**src/rtl/wdgs_pkg.sv**
```systemverilog
// package with widths, codes and item types of the window density gap segmenter
`timescale 1ns / 1ps
package wdgs_pkg;
   localparam int POS_W      = 26;
   localparam int CNT_W      = 24;
   localparam int CSR_IDX_W  = 1;
   localparam int CSR_DATA_W = 26;
   localparam int DIV_STEPS  = POS_W / 2;
   localparam int STEP_W     = $clog2(DIV_STEPS);
   localparam int MAX_RES    = 3;
   localparam int RES_IDX_W  = 2;

   localparam logic [POS_W-1:0] WIDTH_RESET     = POS_W'(131072);
   localparam logic [CNT_W-1:0] MIN_COUNT_RESET = CNT_W'(1);
   localparam logic [CNT_W-1:0] CNT_MAX         = {CNT_W{1'b1}};

   localparam logic [CSR_IDX_W-1:0] CSR_WINDOW_WIDTH = 1'd0;
   localparam logic [CSR_IDX_W-1:0] CSR_MIN_COUNT    = 1'd1;

   typedef enum logic [1:0] {
      F_IDLE,
      F_DIV,
      F_PUSH
   } front_state_type;

   typedef struct packed {
      logic [POS_W-1:0] win;
      logic             last_site;
   } item_type;

   typedef struct packed {
      logic [CNT_W-1:0] start_site;
      logic             keep;
      logic             final_res;
   } result_type;
endpackage

```
**src/rtl/wdgs_if.sv**
```systemverilog
// channel interfaces for site input, segment output and register writes
`timescale 1ns / 1ps
interface wdgs_req_if;
   import wdgs_pkg::*;
   logic             valid;
   logic             ready;
   logic [POS_W-1:0] pos_cm;
   logic             last_site;
   modport source (output valid, output pos_cm, output last_site, input ready);
   modport sink (input valid, input pos_cm, input last_site, output ready);
endinterface

interface wdgs_rsp_if;
   import wdgs_pkg::*;
   logic             valid;
   logic             ready;
   logic [CNT_W-1:0] start_site;
   logic             keep;
   logic             final_res;
   modport source (output valid, output start_site, output keep, output final_res,
                    input ready);
   modport sink (input valid, input start_site, input keep, input final_res,
                 output ready);
endinterface

interface wdgs_csr_if;
   import wdgs_pkg::*;
   logic                  valid;
   logic                  ready;
   logic [CSR_IDX_W-1:0]  index;
   logic [CSR_DATA_W-1:0] data;
   modport source (output valid, output index, output data, input ready);
   modport sink (input valid, input index, input data, output ready);
endinterface

```
**src/rtl/wdgs_front.sv**
```systemverilog
// front end: accepts sites and finds the window index with a radix-4 restoring divider
`timescale 1ns / 1ps
module wdgs_front (
   input  logic                    clock,
   input  logic                    reset,
   wdgs_req_if.sink                req,
   input  logic [wdgs_pkg::POS_W-1:0] window_width,
   output logic                    out_valid,
   input  logic                    out_ready,
   output wdgs_pkg::item_type      out_item
);
   import wdgs_pkg::*;

   front_state_type   st_ff, st_in;
   logic [STEP_W-1:0] cnt_ff, cnt_in;
   logic [POS_W-1:0]  num_ff, num_in;
   logic [POS_W-1:0]  rem_ff, rem_in;
   logic [POS_W-1:0]  quo_ff, quo_in;
   logic [POS_W-1:0]  div_ff, div_in;
   logic              last_ff, last_in;
   logic [POS_W:0]    r1, r2;
   logic              b1, b2;

   always_ff @(posedge clock) begin
      if (reset) begin
         st_ff <= F_IDLE;
      end else begin
         st_ff <= st_in;
      end
      cnt_ff  <= cnt_in;
      num_ff  <= num_in;
      rem_ff  <= rem_in;
      quo_ff  <= quo_in;
      div_ff  <= div_in;
      last_ff <= last_in;
   end

   always_comb begin
      st_in   = st_ff;
      cnt_in  = cnt_ff;
      num_in  = num_ff;
      rem_in  = rem_ff;
      quo_in  = quo_ff;
      div_in  = div_ff;
      last_in = last_ff;
      r1 = {rem_ff, num_ff[POS_W-1]};
      b1 = r1 >= {1'b0, div_ff};
      if (b1) begin
         r1 = r1 - {1'b0, div_ff};
      end
      r2 = {r1[POS_W-1:0], num_ff[POS_W-2]};
      b2 = r2 >= {1'b0, div_ff};
      if (b2) begin
         r2 = r2 - {1'b0, div_ff};
      end
      req.ready = (st_ff == F_IDLE);
      out_valid = (st_ff == F_PUSH);
      out_item.win       = quo_ff;
      out_item.last_site = last_ff;
      unique case (st_ff)
         F_IDLE: begin
            if (req.valid) begin
               div_in  = (window_width == '0) ? POS_W'(1) : window_width;
               num_in  = req.pos_cm;
               rem_in  = '0;
               quo_in  = '0;
               cnt_in  = '0;
               last_in = req.last_site;
               st_in   = F_DIV;
            end
         end
         F_DIV: begin
            rem_in = r2[POS_W-1:0];
            num_in = {num_ff[POS_W-3:0], 2'b00};
            quo_in = {quo_ff[POS_W-3:0], b1, b2};
            cnt_in = cnt_ff + STEP_W'(1);
            if (cnt_ff == STEP_W'(DIV_STEPS - 1)) begin
               st_in = F_PUSH;
            end
         end
         F_PUSH: begin
            if (out_ready) begin
               st_in = F_IDLE;
            end
         end
         default: begin
            st_in = F_IDLE;
         end
      endcase
   end
endmodule

```
**src/rtl/wdgs_queue.sv**
```systemverilog
// two-entry queue between the divider front end and the counting back end
`timescale 1ns / 1ps
module wdgs_queue (
   input  logic               clock,
   input  logic               reset,
   input  logic               in_valid,
   output logic               in_ready,
   input  wdgs_pkg::item_type in_item,
   output logic               out_valid,
   input  logic               out_ready,
   output wdgs_pkg::item_type out_item
);
   import wdgs_pkg::*;

   item_type   mem_ff [2];
   logic       wp_ff, wp_in;
   logic       rp_ff, rp_in;
   logic [1:0] num_ff, num_in;
   logic       push, pop;

   assign in_ready  = (num_ff != 2'd2);
   assign out_valid = (num_ff != 2'd0);
   assign push      = in_valid && in_ready;
   assign pop       = out_valid && out_ready;

   always_comb begin
      wp_in  = push ? ~wp_ff : wp_ff;
      rp_in  = pop ? ~rp_ff : rp_ff;
      num_in = num_ff + 2'(push) - 2'(pop);
   end

   always_ff @(posedge clock) begin
      if (reset) begin
         wp_ff  <= 1'b0;
         rp_ff  <= 1'b0;
         num_ff <= 2'd0;
      end else begin
         wp_ff  <= wp_in;
         rp_ff  <= rp_in;
         num_ff <= num_in;
      end
   end

   always_ff @(posedge clock) begin
      if (push) begin
         mem_ff[wp_ff] <= in_item;
      end
   end

   assign out_item = mem_ff[rp_ff];
endmodule

```
**src/rtl/wdgs_back.sv**
```systemverilog
// back end: window counting, labelling, segment list and output register
`timescale 1ns / 1ps
module wdgs_back (
   input  logic                    clock,
   input  logic                    reset,
   input  logic                    in_valid,
   output logic                    in_ready,
   input  wdgs_pkg::item_type      in_item,
   input  logic [wdgs_pkg::CNT_W-1:0] min_count,
   wdgs_rsp_if.source              rsp
);
   import wdgs_pkg::*;

   typedef struct packed {
      logic             emit;
      logic [CNT_W-1:0] start;
      logic             prev;
      logic             pend;
   } label_type;

   function automatic label_type label_step(input logic v, input logic lab,
                                            input logic [CNT_W-1:0] lb,
                                            input logic prev, input logic pend);
      label_type r;
      r.emit  = 1'b0;
      r.start = '0;
      r.prev  = prev;
      r.pend  = pend;
      if (v) begin
         if (pend) begin
            r.emit = 1'b1;
            r.prev = lab;
            r.pend = 1'b0;
         end else if (lab != prev) begin
            r.emit  = 1'b1;
            r.start = lab ? lb : ((lb != '0) ? lb - CNT_W'(1) : '0);
            r.prev  = lab;
         end
      end
      return r;
   endfunction

   logic [POS_W-1:0]     cw_ff, cw_in;
   logic [CNT_W-1:0]     wcnt_ff, wcnt_in;
   logic [CNT_W-1:0]     wfirst_ff, wfirst_in;
   logic [CNT_W-1:0]     site_ff, site_in;
   logic                 prev_ff, prev_in;
   logic                 started_ff, started_in;
   logic                 pend_ff, pend_in;
   result_type           res_ff [MAX_RES];
   result_type           lst [MAX_RES];
   logic [RES_IDX_W-1:0] num_ff, rd_ff, n;
   logic                 out_valid_ff, out_valid_in;
   result_type           out_ff;
   logic                 pending, pop, load, empty_lab;
   logic                 v1, l1, v2;
   logic [CNT_W-1:0]     lb1;
   logic [CNT_W-1:0]     cnt_n;
   logic [CNT_W-1:0]     first_n;
   logic [POS_W-1:0]     cw_n;
   label_type            s1, s2, s3;

   assign pending   = (rd_ff != num_ff);
   assign in_ready  = !pending;
   assign pop       = in_valid && !pending;
   assign load      = pending && (!out_valid_ff || rsp.ready);
   assign empty_lab = (min_count == '0);

   always_comb begin
      v1      = 1'b0;
      l1      = empty_lab;
      lb1     = site_ff;
      v2      = 1'b0;
      cw_n    = cw_ff;
      cnt_n   = wcnt_ff;
      first_n = wfirst_ff;
      if (!started_ff) begin
         v1      = (in_item.win != '0);
         cw_n    = in_item.win;
         cnt_n   = CNT_W'(1);
         first_n = site_ff;
      end else if (in_item.win > cw_ff) begin
         v1      = 1'b1;
         l1      = (wcnt_ff >= min_count);
         lb1     = wfirst_ff;
         v2      = {1'b0, in_item.win} > ({1'b0, cw_ff} + (POS_W + 1)'(1));
         cw_n    = in_item.win;
         cnt_n   = CNT_W'(1);
         first_n = site_ff;
      end else if (wcnt_ff != CNT_MAX) begin
         cnt_n = wcnt_ff + CNT_W'(1);
      end
      s1 = label_step(v1, l1, lb1, prev_ff, pend_ff);
      s2 = label_step(v2, empty_lab, site_ff, s1.prev, s1.pend);
      s3 = label_step(in_item.last_site, cnt_n >= min_count, first_n, s2.prev, s2.pend);

      for (int i = 0; i < MAX_RES; i++) begin
         lst[i] = '0;
      end
      n = '0;
      if (s1.emit) begin
         lst[n] = '{start_site: s1.start, keep: s1.prev, final_res: 1'b0};
         n = n + RES_IDX_W'(1);
      end
      if (s2.emit) begin
         lst[n] = '{start_site: s2.start, keep: s2.prev, final_res: 1'b0};
         n = n + RES_IDX_W'(1);
      end
      if (s3.emit) begin
         lst[n] = '{start_site: s3.start, keep: s3.prev, final_res: 1'b0};
         n = n + RES_IDX_W'(1);
      end
      if (n != '0) begin
         lst[n - RES_IDX_W'(1)].final_res = 1'b1;
      end

      cw_in      = cw_ff;
      wcnt_in    = wcnt_ff;
      wfirst_in  = wfirst_ff;
      site_in    = site_ff;
      prev_in    = prev_ff;
      started_in = started_ff;
      pend_in    = pend_ff;
      if (pop) begin
         if (in_item.last_site) begin
            cw_in      = '0;
            wcnt_in    = '0;
            wfirst_in  = '0;
            site_in    = '0;
            prev_in    = 1'b0;
            started_in = 1'b0;
            pend_in    = 1'b1;
         end else begin
            cw_in      = cw_n;
            wcnt_in    = cnt_n;
            wfirst_in  = first_n;
            site_in    = (site_ff == CNT_MAX) ? site_ff : site_ff + CNT_W'(1);
            prev_in    = s3.prev;
            started_in = 1'b1;
            pend_in    = s3.pend;
         end
      end

      if (load) begin
         out_valid_in = 1'b1;
      end else if (rsp.ready) begin
         out_valid_in = 1'b0;
      end else begin
         out_valid_in = out_valid_ff;
      end
   end

   always_ff @(posedge clock) begin
      if (reset) begin
         cw_ff        <= '0;
         wcnt_ff      <= '0;
         wfirst_ff    <= '0;
         site_ff      <= '0;
         prev_ff      <= 1'b0;
         started_ff   <= 1'b0;
         pend_ff      <= 1'b1;
         num_ff       <= '0;
         rd_ff        <= '0;
         out_valid_ff <= 1'b0;
      end else begin
         cw_ff        <= cw_in;
         wcnt_ff      <= wcnt_in;
         wfirst_ff    <= wfirst_in;
         site_ff      <= site_in;
         prev_ff      <= prev_in;
         started_ff   <= started_in;
         pend_ff      <= pend_in;
         out_valid_ff <= out_valid_in;
         if (pop) begin
            num_ff <= n;
            rd_ff  <= '0;
         end else if (load) begin
            rd_ff <= rd_ff + RES_IDX_W'(1);
         end
      end
   end

   always_ff @(posedge clock) begin
      if (pop) begin
         for (int i = 0; i < MAX_RES; i++) begin
            res_ff[i] <= lst[i];
         end
      end
      if (load) begin
         out_ff <= res_ff[rd_ff];
      end
   end

   assign rsp.valid      = out_valid_ff;
   assign rsp.start_site = out_ff.start_site;
   assign rsp.keep       = out_ff.keep;
   assign rsp.final_res  = out_ff.final_res;

   a_first_at_zero: assert property (@(posedge clock) disable iff (reset)
      pop && pend_ff && (n != '0) |=> res_ff[0].start_site == '0)
      else $error("first segment of a stream does not start at site zero");

   a_final_is_last: assert property (@(posedge clock) disable iff (reset)
      load && res_ff[rd_ff].final_res |-> (rd_ff + RES_IDX_W'(1) == num_ff))
      else $error("final flag on a segment that is not the last of its site");

   a_last_clears: assert property (@(posedge clock) disable iff (reset)
      pop && in_item.last_site |=> !started_ff && pend_ff && (site_ff == '0))
      else $error("stream state not cleared after the final site");
endmodule

```
**src/rtl/window_density_gap_segmenter_top.sv**
```systemverilog
// top level of the window density gap segmenter
`timescale 1ns / 1ps
// Each site is transferred on the input side, goes through the front-end restoring divider
// that retires two quotient bits per cycle and is handed as a window index to a two-entry
// queue, after which the front end takes the next site. The back end pulls one queued site
// at a time, updates its window counters, then sends its zero to three segments from a registered
// output, one per cycle unless stalled by rsp.ready, while the divider already works on the next site.
// Register writes on the csr port are taken every cycle and are meant for an idle block.
module window_density_gap_segmenter_top (
   input  logic     clock,
   input  logic     reset,
   wdgs_req_if.sink req,
   wdgs_rsp_if.source rsp,
   wdgs_csr_if.sink csr
);
   import wdgs_pkg::*;

   logic [POS_W-1:0] width_ff, width_in;
   logic [CNT_W-1:0] minc_ff, minc_in;
   logic             f_valid, f_ready;
   item_type         f_item;
   logic             b_valid, b_ready;
   item_type         b_item;

   assign csr.ready = 1'b1;

   always_comb begin
      width_in = width_ff;
      minc_in  = minc_ff;
      if (csr.valid) begin
         unique case (csr.index)
            CSR_WINDOW_WIDTH: width_in = csr.data[POS_W-1:0];
            CSR_MIN_COUNT:    minc_in  = csr.data[CNT_W-1:0];
            default: ;
         endcase
      end
   end

   always_ff @(posedge clock) begin
      if (reset) begin
         width_ff <= WIDTH_RESET;
         minc_ff  <= MIN_COUNT_RESET;
      end else begin
         width_ff <= width_in;
         minc_ff  <= minc_in;
      end
   end

   wdgs_front u_front (
      .clock        (clock),
      .reset        (reset),
      .req          (req),
      .window_width (width_ff),
      .out_valid    (f_valid),
      .out_ready    (f_ready),
      .out_item     (f_item)
   );

   wdgs_queue u_queue (
      .clock     (clock),
      .reset     (reset),
      .in_valid  (f_valid),
      .in_ready  (f_ready),
      .in_item   (f_item),
      .out_valid (b_valid),
      .out_ready (b_ready),
      .out_item  (b_item)
   );

   wdgs_back u_back (
      .clock     (clock),
      .reset     (reset),
      .in_valid  (b_valid),
      .in_ready  (b_ready),
      .in_item   (b_item),
      .min_count (minc_ff),
      .rsp       (rsp)
   );
endmodule
```
**src/flat_wrapper.sv**
```systemverilog
// flat-port wrapper written by rule: the top's interface ports become plain ports
module window_density_gap_segmenter_top_flat import wdgs_pkg::*;
  (clock, reset, req_valid, req_pos_cm, req_last_site, req_ready, rsp_valid, rsp_start_site, rsp_keep, rsp_final_res, rsp_ready, csr_valid, csr_index, csr_data, csr_ready);
  wdgs_req_if req_i ();
  wdgs_rsp_if rsp_i ();
  wdgs_csr_if csr_i ();
  input  logic clock;
  input  logic reset;
  input wire logic [$bits(req_i.valid)-1:0] req_valid;
  input wire logic [$bits(req_i.pos_cm)-1:0] req_pos_cm;
  input wire logic [$bits(req_i.last_site)-1:0] req_last_site;
  output wire logic [$bits(req_i.ready)-1:0] req_ready;
  output wire logic [$bits(rsp_i.valid)-1:0] rsp_valid;
  output wire logic [$bits(rsp_i.start_site)-1:0] rsp_start_site;
  output wire logic [$bits(rsp_i.keep)-1:0] rsp_keep;
  output wire logic [$bits(rsp_i.final_res)-1:0] rsp_final_res;
  input wire logic [$bits(rsp_i.ready)-1:0] rsp_ready;
  input wire logic [$bits(csr_i.valid)-1:0] csr_valid;
  input wire logic [$bits(csr_i.index)-1:0] csr_index;
  input wire logic [$bits(csr_i.data)-1:0] csr_data;
  output wire logic [$bits(csr_i.ready)-1:0] csr_ready;
  assign req_i.valid = req_valid;
  assign req_i.pos_cm = req_pos_cm;
  assign req_i.last_site = req_last_site;
  assign req_ready = req_i.ready;
  assign rsp_valid = rsp_i.valid;
  assign rsp_start_site = rsp_i.start_site;
  assign rsp_keep = rsp_i.keep;
  assign rsp_final_res = rsp_i.final_res;
  assign rsp_i.ready = rsp_ready;
  assign csr_i.valid = csr_valid;
  assign csr_i.index = csr_index;
  assign csr_i.data = csr_data;
  assign csr_ready = csr_i.ready;
  window_density_gap_segmenter_top u_core (.clock(clock), .reset(reset), .req(req_i), .rsp(rsp_i), .csr(csr_i));
endmodule
```
**config.mk**
```make
export PLATFORM = sky130hd
export DESIGN_NAME = window_density_gap_segmenter_top_flat
export DESIGN_NICKNAME = d
export VERILOG_FILES = /design/src/rtl/wdgs_pkg.sv /design/src/rtl/wdgs_if.sv /design/src/rtl/wdgs_front.sv /design/src/rtl/wdgs_queue.sv /design/src/rtl/wdgs_back.sv /design/src/rtl/window_density_gap_segmenter_top.sv /design/src/flat_wrapper.sv
export SDC_FILE = /design/constraint.sdc
export NUM_CORES = 1
export LEC_CHECK = 0
export ABC_AREA = 0
export BUFFER_PORTS_ARGS = -buffer_cell sky130_fd_sc_hd__buf_2
export CAP_MARGIN = 20
export CORE_ASPECT_RATIO = 0.8
export CORE_MARGIN = 1.5
export CORE_UTILIZATION = 45
export CTS_BUF_LIST = sky130_fd_sc_hd__clkbuf_8
export CTS_CLUSTER_DIAMETER = 200
export DETAILED_ROUTE_END_ITERATION = 8
export GPL_TIMING_DRIVEN = 0
export HOLD_SLACK_MARGIN = 0.03
export SYNTH_ARGS = -nofsm -noshare
export SYNTH_HDL_FRONTEND = slang
export SYNTH_SLANG_ARGS = --single-unit
```
**constraint.sdc**
```tcl
create_clock -name clock -period 15.1 [get_ports clock]
set_clock_uncertainty 0.15 [all_clocks]
set_input_delay 0.755 -clock clock [delete_from_list [all_inputs] [get_ports clock]]
set_output_delay 0.755 -clock clock [all_outputs]
set_load 0.01 [all_outputs]
```
# Word-level counts from Yosys, hierarchy flattened
# Memory sizes are Yosys's and may differ from the RTL's. A register that Yosys moved wholly into a read port is not among the register bits.
# Index checks and enable logic that the tools add are counted.
# word_totals
reg_bits	271
ramBits	132
latch_bits	0
romBits	0
n_memories	2
input_bits	59
output_inout_bits	29
# classes
eq_ne	15
multipliers	0
reduce_logical	28
n_mux	81
n_addsub	15
div_mod_pow	0
order_cmp	12
shift	0
bitwise	6
# mem_list
memory	depth	width	read_ports	rd_clocked_by_memory_dff	write_ports	line	source
u_core.u_back.res_ff	3	26	1	1	3	wdgs_back.sv:50	result_type res_ff [MAX_RES];
u_core.u_queue.mem_ff	2	27	1	1	1	wdgs_queue.sv:15	item_type mem_ff [2];
# op_table
operator	n
$mux W24	20
$mux W26	13
$bwmux W78	3
$mux W78	3
$demux W26 S2	3
$pmux W26 S2	3
$mux W27	3
$reduce_bool A24 Y1	3
$sub A24 B1 Y24 const B	3
$ge A27 B26 Y1	2
$sub A26 B26 Y26	2
$add A24 B1 Y24 const B	2
$ge A24 B24 Y1	2
$add A26 B1 Y27 const B	1
$gt A26 B27 Y1	1
$gt A26 B26 Y1	1
$logic_not A26 Y1	1
$reduce_bool A26 Y1	1
$mux W1	25
$eq A24 B24 Y1 const B	1
$logic_not A24 Y1	1
$ne A24 B24 Y1 const B	1
$reduce_and A2 Y1	6
$mux W2	5
other kinds (27)	51

# Logic depth before layout (Yosys ltp)
# Gate-level depths: netlist of run 1.
# depth
word_depth	26
ltp_mapped	31

# By module
# A second synthesis of run 1 with hierarchy kept.
# hier_totals
hier_cells	2868
area_unflattened_um2	27122.3
# by_module_without_submodules
module	n_inst	cells_per_inst	area_per_inst_um2
wdgs_back	1	1749	15085.7
wdgs_front	1	808	7697.4
wdgs_queue	1	113	2212.1
window_density_gap_segmenter_top	1	198	2127.0

# Worst setup path before layout of run 1
# No wires, ideal clock.
# synth_path
kind	reg-to-reg
startpoint	reg (tool-made name)
endpoint	mem u_core.u_back.res_ff[0][24] (netlist name), data pin
required_time_ps	14683
setup_ps	267
stages_incl_launch_ff	30
setup_slack_ps	7782
period_less_slack_ps	7318
path_buffers	9
arrival_ps	6902
cell_sequence	dfxtp_1 -> buf_2 -> buf_1 -> buf_1 -> mux2_2 -> ha_1 -> nand4_2 -> nor3_1 -> a222oi_1 -> nor3b_4 -> o221a_1 -> buf_6 -> buf_2 -> buf_2 -> clkbuf_1 -> o21ai_0 -> a31oi_1 -> ha_1 -> and4_1 -> a221o_1 -> a2bb2oi_1 -> and3_1 -> clkbuf_1 -> nand3_1 -> mux2_1 -> a31o_2 -> nand3_1 -> buf_1 -> o21ai_0 -> a2bb2oi_1
# synth_lines
item	line
to (decl)	wdgs_back.sv:50

==> impl_metrics.yaml, run 1 <==
clocking:
  cts.sinks: 430
  cts_buffers: 74
  ctsHoldBuffers: 0
  cts_tree: "done"
  path_clk_slew_ps: 60
  cts-root-buf: "clkbuf_8"
  cts_max_level: 3
  post-cts-setup-buffers: 0
  clk_latency_ps: 680
  cts_max_path_buffers: 3
  cts_resized: 0
global_route:
  grt_pass1_vias: 20800
  antenna_found_initial: 1
  grt_max_degree: 47
  overflow: 0
  grt_use_total: 0.254
  grt_pass1_wl_mm: 118
timing:
  report.final.hold_viol_count: 0
  grt_setup_unrepaired: "no"
  min_period_ps: 10260
  finalCritPeriodShare: 0.679
  timing.hold.ws_ps: 105
  tightestPinTransition_ps: 1000
  timing.final.ws_setup_ps: 4840
  drv_slew: 0
  clock.fmax_mhz: 97.5
  setup_violations: 0
  slew_headroom: 0.331
  tns_ps: 0
routing:
  drtIter0Drc: 1756
  routed_wl_mm: 75.7
  ant_nets: 0
  vias: 21600
  wl_per_cell_um: 19.9
  drc_errors: 0
  firstDrtPassIters: 6
  avgViaCountPerCell: 5.67
logic_synthesis:
  yosysWarnings: 0
  synth_cell_types: 93
  syn_nets: 3042
  synth-seq-cells: 430
  synth_edf_count: 267
  syn_avg_cell_area_um2: 9.34
  synthArstFlopShare: 0
  syn_area_mm2: 0.0263
  synth_ff_type: "edfxtp_1"
  netlist_instances: 2812
  synth_seq_area_share: 0.429
job:
  maxCapViolCount: 0
critical_path:
  critPathLaunchType: "register"
  crit_type: "register to register"
  cp.arrival_ps: 10480
  reg2reg_slack_ps: 4840
  cp_common_cell: "buf_2"
  max_stage_delay_ps: 700
  cpMaxStageDelayCell: "clkbuf_1"
  required_ps: 15320
  crit_fanout: 10
  worst-path-buf-inv: 9
  worstSetupEndpointType: "register"
  crit_family: "buffers and inverters"
power:
  power.leakage_uw: 0.0113
  p_per_area_mw_per_mm2: 188
  ir_drop_uv: 174
  power_uw: 5510
floorplan:
  fp-row-count: 79
  core_area_mm2: 0.0579
  die_w_um: 273
  die_h_um: 219
  io_pins: 88
  start_util: 0.454
  dieArea_mm2: 0.0598
finish:
  layout_commonest_cell: "nand2_1"
  fillers: 5486
  multi_input_area_mm2: 0.0138
  layout.area.seq_mm2: 0.0113
  drive_gt1_frac: 0.0986
  layout_common_cells: "nand2_1, nor2_1, edfxtp_1, ha_1, a21oi_1"
  num-nets-final: 3208
  final_core_util: 0.505
  syn_to_final_growth_pct: 11.4
min_path:
  hp-class: "primary input to register"
placement:
  preCtsSetupSlack_ps: 5070
  gp_congestion: 0.941
  io_buffers: 86
  dpl.hpwl_mm: 58.0
status:
  status: "completed"
stage by stage:
stage | std cells | area (µm²)
after global placement | 3667 | 27700
after CTS | 3800 | 29300
after detailed placement | 3671 | 27800
after floorplan | 2812 | 26300
after global routing | 3800 | 29300
final | 3801 | 29300
Yosys cell counts (all sizes together) (16+ instances only):
library cell | number | share of area
o21ai | 111 | 0.021
nor4 | 46 | 0.012
mux2i | 86 | 0.033
clkbuf | 149 | 0.021
a31oi | 18 | 0.0045
nor3 | 75 | 0.014
xnor2 | 118 | 0.039
nor2b | 16 | 0.0038
or2 | 16 | 0.0038
nand2b | 17 | 0.0040
and3 | 27 | 0.0064
a21oi | 169 | 0.032
inv | 114 | 0.016
o22ai | 32 | 0.0076
ha | 169 | 0.080
a22oi | 26 | 0.0074
and2 | 40 | 0.0095
nor2 | 279 | 0.040
xor2 | 76 | 0.025
nand3 | 64 | 0.012
buf | 31 | 0.0070
nand4 | 51 | 0.013
or3 | 23 | 0.0055
nand2 | 327 | 0.047
mux2 | 38 | 0.017
edfxtp | 267 | 0.31
a22o | 40 | 0.013
dfxtp | 163 | 0.12
a21o | 41 | 0.012
report_power, final:
group | internal (µW) | switching [µW] | total, µW
Combinational | 1100 | 1690 | 2780
Sequential | 1550 | 90.5 | 1640
Clock | 603 | 486 | 1090
Total | 3250 | 2260 | 5510
logic make-up after synthesis:
kind of cell             share of synthesized area
multiplexers                                0.0495
XOR/XNOR                                    0.0647
adder cells (fa/ha/maj)                     0.0820
AND/OR/NAND/NOR                              0.188
AO/OA/AOI/OAI                                0.141
buffers and inverters                       0.0446
other                                     0.000143
flip-flops                                   0.429
area by class of cell:
type,instances,area share
Antenna cell,1,0.0000855
Buffer,180,0.0255
Clock buffer,86,0.0404
Clock inverter,43,0.0108
Inverter,114,0.0146
Multi-Input combinational cell,2088,0.473
Sequential cell,430,0.385
Tap cell,769,0.0329
Timing Repair Buffer,90,0.0175
layer usage:
metal  vias up  global-route usage  part of all wire
met4         2              0.0740             0.022
met2       704               0.368              0.41
met5         -                   0           0.00015
met3       123              0.0541             0.075
met1     10200               0.377              0.49
li1      10500                   -                 -
sequential cells by signal (all words and copies together), names as in the netlist, 4 cells and up, named ones only:
signal / count
u_core.u_back.rsp.start_site: 24
u_core.u_back.wfirst_ff: 24
u_core.u_queue.mem_ff: 54
u_core.u_back.res_ff: 78
u_core.u_back.site_ff: 24
u_core.u_front.cnt_ff: 4
u_core.u_front.num_ff: 26
u_core.u_back.cw_ff: 26
u_core.u_back.wcnt_ff: 24
u_core.width_ff: 26
u_core.u_front.div_ff: 26
u_core.minc_ff: 24
u_core.u_front.rem_ff: 26
u_core.u_front.quo_ff: 26
worst paths after layout:
kind | start | endpoint | depth (start not counted)
worst min-delay path | req_last_site | u_core.u_front.last_ff | 1
worst max-delay path | register | u_core.u_back.res_ff[1][13] | 27
worst max register to register | register | u_core.u_back.res_ff[1][13] | 27
worst min register to register | u_core.u_front.quo_ff[25] | u_core.u_queue.mem_ff[0][26] | 0
(Power assumes the default switching activity.)
==> inputs of run 2 (changes only) <==
--- a/config.mk
+++ b/config.mk
@@ -5,7 +5,7 @@
 export SDC_FILE = /design/constraint.sdc
 export NUM_CORES = 1
 export LEC_CHECK = 0
-export ABC_AREA = 0
+export ABC_AREA = 1
 export BUFFER_PORTS_ARGS = -buffer_cell sky130_fd_sc_hd__buf_2
 export CAP_MARGIN = 20
 export CORE_ASPECT_RATIO = 0.8
==> constraint.sdc (replaced) <==
create_clock -name clock -period 8.9 [get_ports clock]
set_clock_uncertainty 0.15 [all_clocks]
set_input_delay 0.445 -clock clock [delete_from_list [all_inputs] [get_ports clock]]
set_output_delay 0.445 -clock clock [all_outputs]
set_load 0.01 [all_outputs]
==> run 2 against run 1 <==
Global-route usage increased by 0.98 points. Routed wire length increased by 8.1%. Fmax increased by 38%. Sequential cell count unchanged. Non-clock buffer count increased by 24. Critical path type unchanged. Largest power group unchanged.
==> impl_metrics.yaml, run 2 <==
status:
  status: "completed"
routing:
  vias: 24400
  wl_per_cell_um: 17.7
  drtIter0Drc: 2599
  drc_errors: 0
  routed_wl_mm: 81.8
  ant_nets: 0
  firstDrtPassIters: 6
  avgViaCountPerCell: 5.27
clocking:
  cts.sinks: 430
  cts_max_path_buffers: 3
  cts-root-buf: "clkbuf_8"
  cts_buffers: 75
  clk_latency_ps: 710
  cts_max_level: 3
  path_clk_slew_ps: 60
  cts_tree: "done"
job:
  maxCapViolCount: 0
finish:
  largest_reg_flops: 78
  num-nets-final: 4016
  max_flop_register: "u_core.u_back.res_ff"
  n_antenna_cell: 0
  top_regs: "u_core.u_back.res_ff: 78 flops, u_core.u_queue.mem_ff: 54 flops"
  layout_commonest_cell: "nand2_1"
  layout_common_cells: "nand2_1, inv_1, nor2_1, a21oi_1, edfxtp_1"
  syn_to_final_growth_pct: 13.4
  drive_gt1_frac: 0.0850
  fillers: 5863
floorplan:
  start_util: 0.456
  die_w_um: 278
  die_h_um: 223
  dieArea_mm2: 0.0621
  fp-row-count: 80
  core_area_mm2: 0.0598
  io_pins: 88
logic_synthesis:
  synth_commonest_cells: "nand2_1, inv_1, nor2_1"
  syn_nets: 3794
  synthTopCellsByArea: "edfxtp_1, dfxtp_1, nand2_1, ha_1, inv_1"
  netlist_instances: 3564
  synth_edf_count: 267
  synth-seq-cells: 430
  synthArstFlopShare: 0
  synth_seq_area_share: 0.414
  synth_cell_types: 64
  synth_ff_type: "edfxtp_1"
  yosysWarnings: 0
  yosysTopAreaCell: "edfxtp_1"
  yosysTopAreaCellShare: 0.294
  syn_area_mm2: 0.0273
  synth.most_common_cell: "nand2_1"
  syn_avg_cell_area_um2: 7.65
timing:
  drv_slew: 0
  report.final.hold_viol_count: 0
  tns_ps: 0
  tightestPinTransition_ps: 869
  grt_setup_unrepaired: "no"
  finalCritPeriodShare: 0.836
  min_period_ps: 7440
  clock.fmax_mhz: 134
  setup_violations: 0
  slew_headroom: 0.420
power:
  power_uw: 10500
  power.leakage_uw: 0.0137
  p_per_area_mw_per_mm2: 341
  ir_drop_uv: 210
min_path:
  min_delay_path_depth: 4
  hp-class: "primary input to register"
  hold_end: "u_core.width_ff[18]"
  hold_start: "csr_index"
critical_path:
  cp_common_cell: "nand2_1"
  cp.arrival_ps: 7740
  max_stage_delay_ps: 510
  reg2reg_slack_ps: 1460
  worstSetupEndpointType: "register"
  crit_type: "register to register"
  crit_fanout: 10
  rr_endpoint: "u_core.u_back.res_ff[1][6]"
  worst-r2r-cell-count: 34
  critPathLaunchType: "register"
  cpMaxStageDelayCell: "nor3_1"
  required_ps: 9200
placement:
  io_buffers: 85
  gp_congestion: 0.990
  dpl.hpwl_mm: 63.1
global_route:
  overflow: 0
  grt_pass1_vias: 22900
  antenna_found_initial: 0
  grt_pass1_wl_mm: 128
  grt_use_total: 0.264
  grt_max_degree: 46
-- run 2: changes by cell type in the layout (fill, tap and decap cells not counted), moves of 38 or more --
cell           before  now
a21o_1             41    3
a21oi_1           167  289
a22o_1             40    0
and2_1             40    1
clkbuf_1          148   99
dlygate4sd3_1       0   55
inv_1             134  437
mux2i_1            86    0
nand2_1           327  838
nand3_1            64  181
nor2_1            276  400
o21ai_0           104  190
xnor2_1           118   27
-- run 2: stage by stage --
stage / utilization / hold WS [ps] / instance area, µm² / setup WS (ps) / cells
after floorplan: - / 271 / 27300 / 3800 / 3564
after global placement: 0.480 / 280 / 28700 / 1450 / 4428
after detailed placement: 0.483 / 279 / 28800 / 1640 / 4433
after CTS: 0.517 / 47.7 / 30900 / 1600 / 4625
after global routing: 0.517 / 134 / 30900 / 913 / 4625
final: 0.517 / 95.0 / 30900 / 1460 / 4625
-- run 2: logic make-up after synthesis --
kind of cell / count (synthesis) / share of synthesized area
adders and majority gates: 171 / 0.0790
and+or+nand+nor: 1669 / 0.266
xor gates and xnor gates: 116 / 0.0373
DFF: 430 / 0.414
buffers and inverters: 577 / 0.0863
other: 1 / 0.000138
AOI/OAI and AO/OA: 600 / 0.117
-- run 2: worst max path at each step --
| stage | start | endpoint | slack, ps | depth (start not counted) |
|---|---|---|---|---|
| global placement | u_core.u_back.rd_ff[1] | u_core.u_back.wfirst_ff[19] | 1450 | 12 |
| detailed placement | register | u_core.u_back.res_ff[1][19] | 1640 | 33 |
| finish | register | u_core.u_back.res_ff[1][6] | 1460 | 34 |
| global route | register | u_core.u_back.res_ff[1][19] | 910 | 35 |
| floorplan | register | u_core.u_back.res_ff[0][19] | 3800 | 39 |
| CTS | register | u_core.u_back.res_ff[1][19] | 1600 | 33 |
-- run 2: repair_timing --
item,CTS,global route
endpoints found under the hold margin,76,0
resized for setup,0,0
hold buffers,55,0
buffers inserted,0,0
-- run 2: power by group --
part	internal, µW	switching [µW]	total (µW)
clock	999	874	1870
combinational	1830	3990	5820
sequential	2690	169	2860
-- run 2: worst max-delay path: cells and delay by family (launching register included) --
| family | cells | cell delay, ps |
|---|---|---|
| and+or+nand+nor | 19 | 3340 |
| buffers and inverters | 10 | 2270 |
| adders and majority gates | 2 | 590 |
| AOI/OAI and AO/OA | 3 | 530 |
| DFF | 1 | 310 |
-- run 2: area by class of cell --
type	instances	area [µm²]	share of cell area
inverters	428	1610	0.0522
well taps	779	975	0.0315
clock inverters	52	357	0.0115
repair buffers	145	1100	0.0355
clock buffers	85	1170	0.0378
multi-input cells	2557	13700	0.443
flip-flops and latches	430	11300	0.365
plain buffers	149	739	0.0239
-- run 2: routing by layer --
metal  wire length [µm]  track usage
met3               7550       0.0642
met5                  0            0
met2              31800        0.363
met1              40800        0.410
met4               1640       0.0620
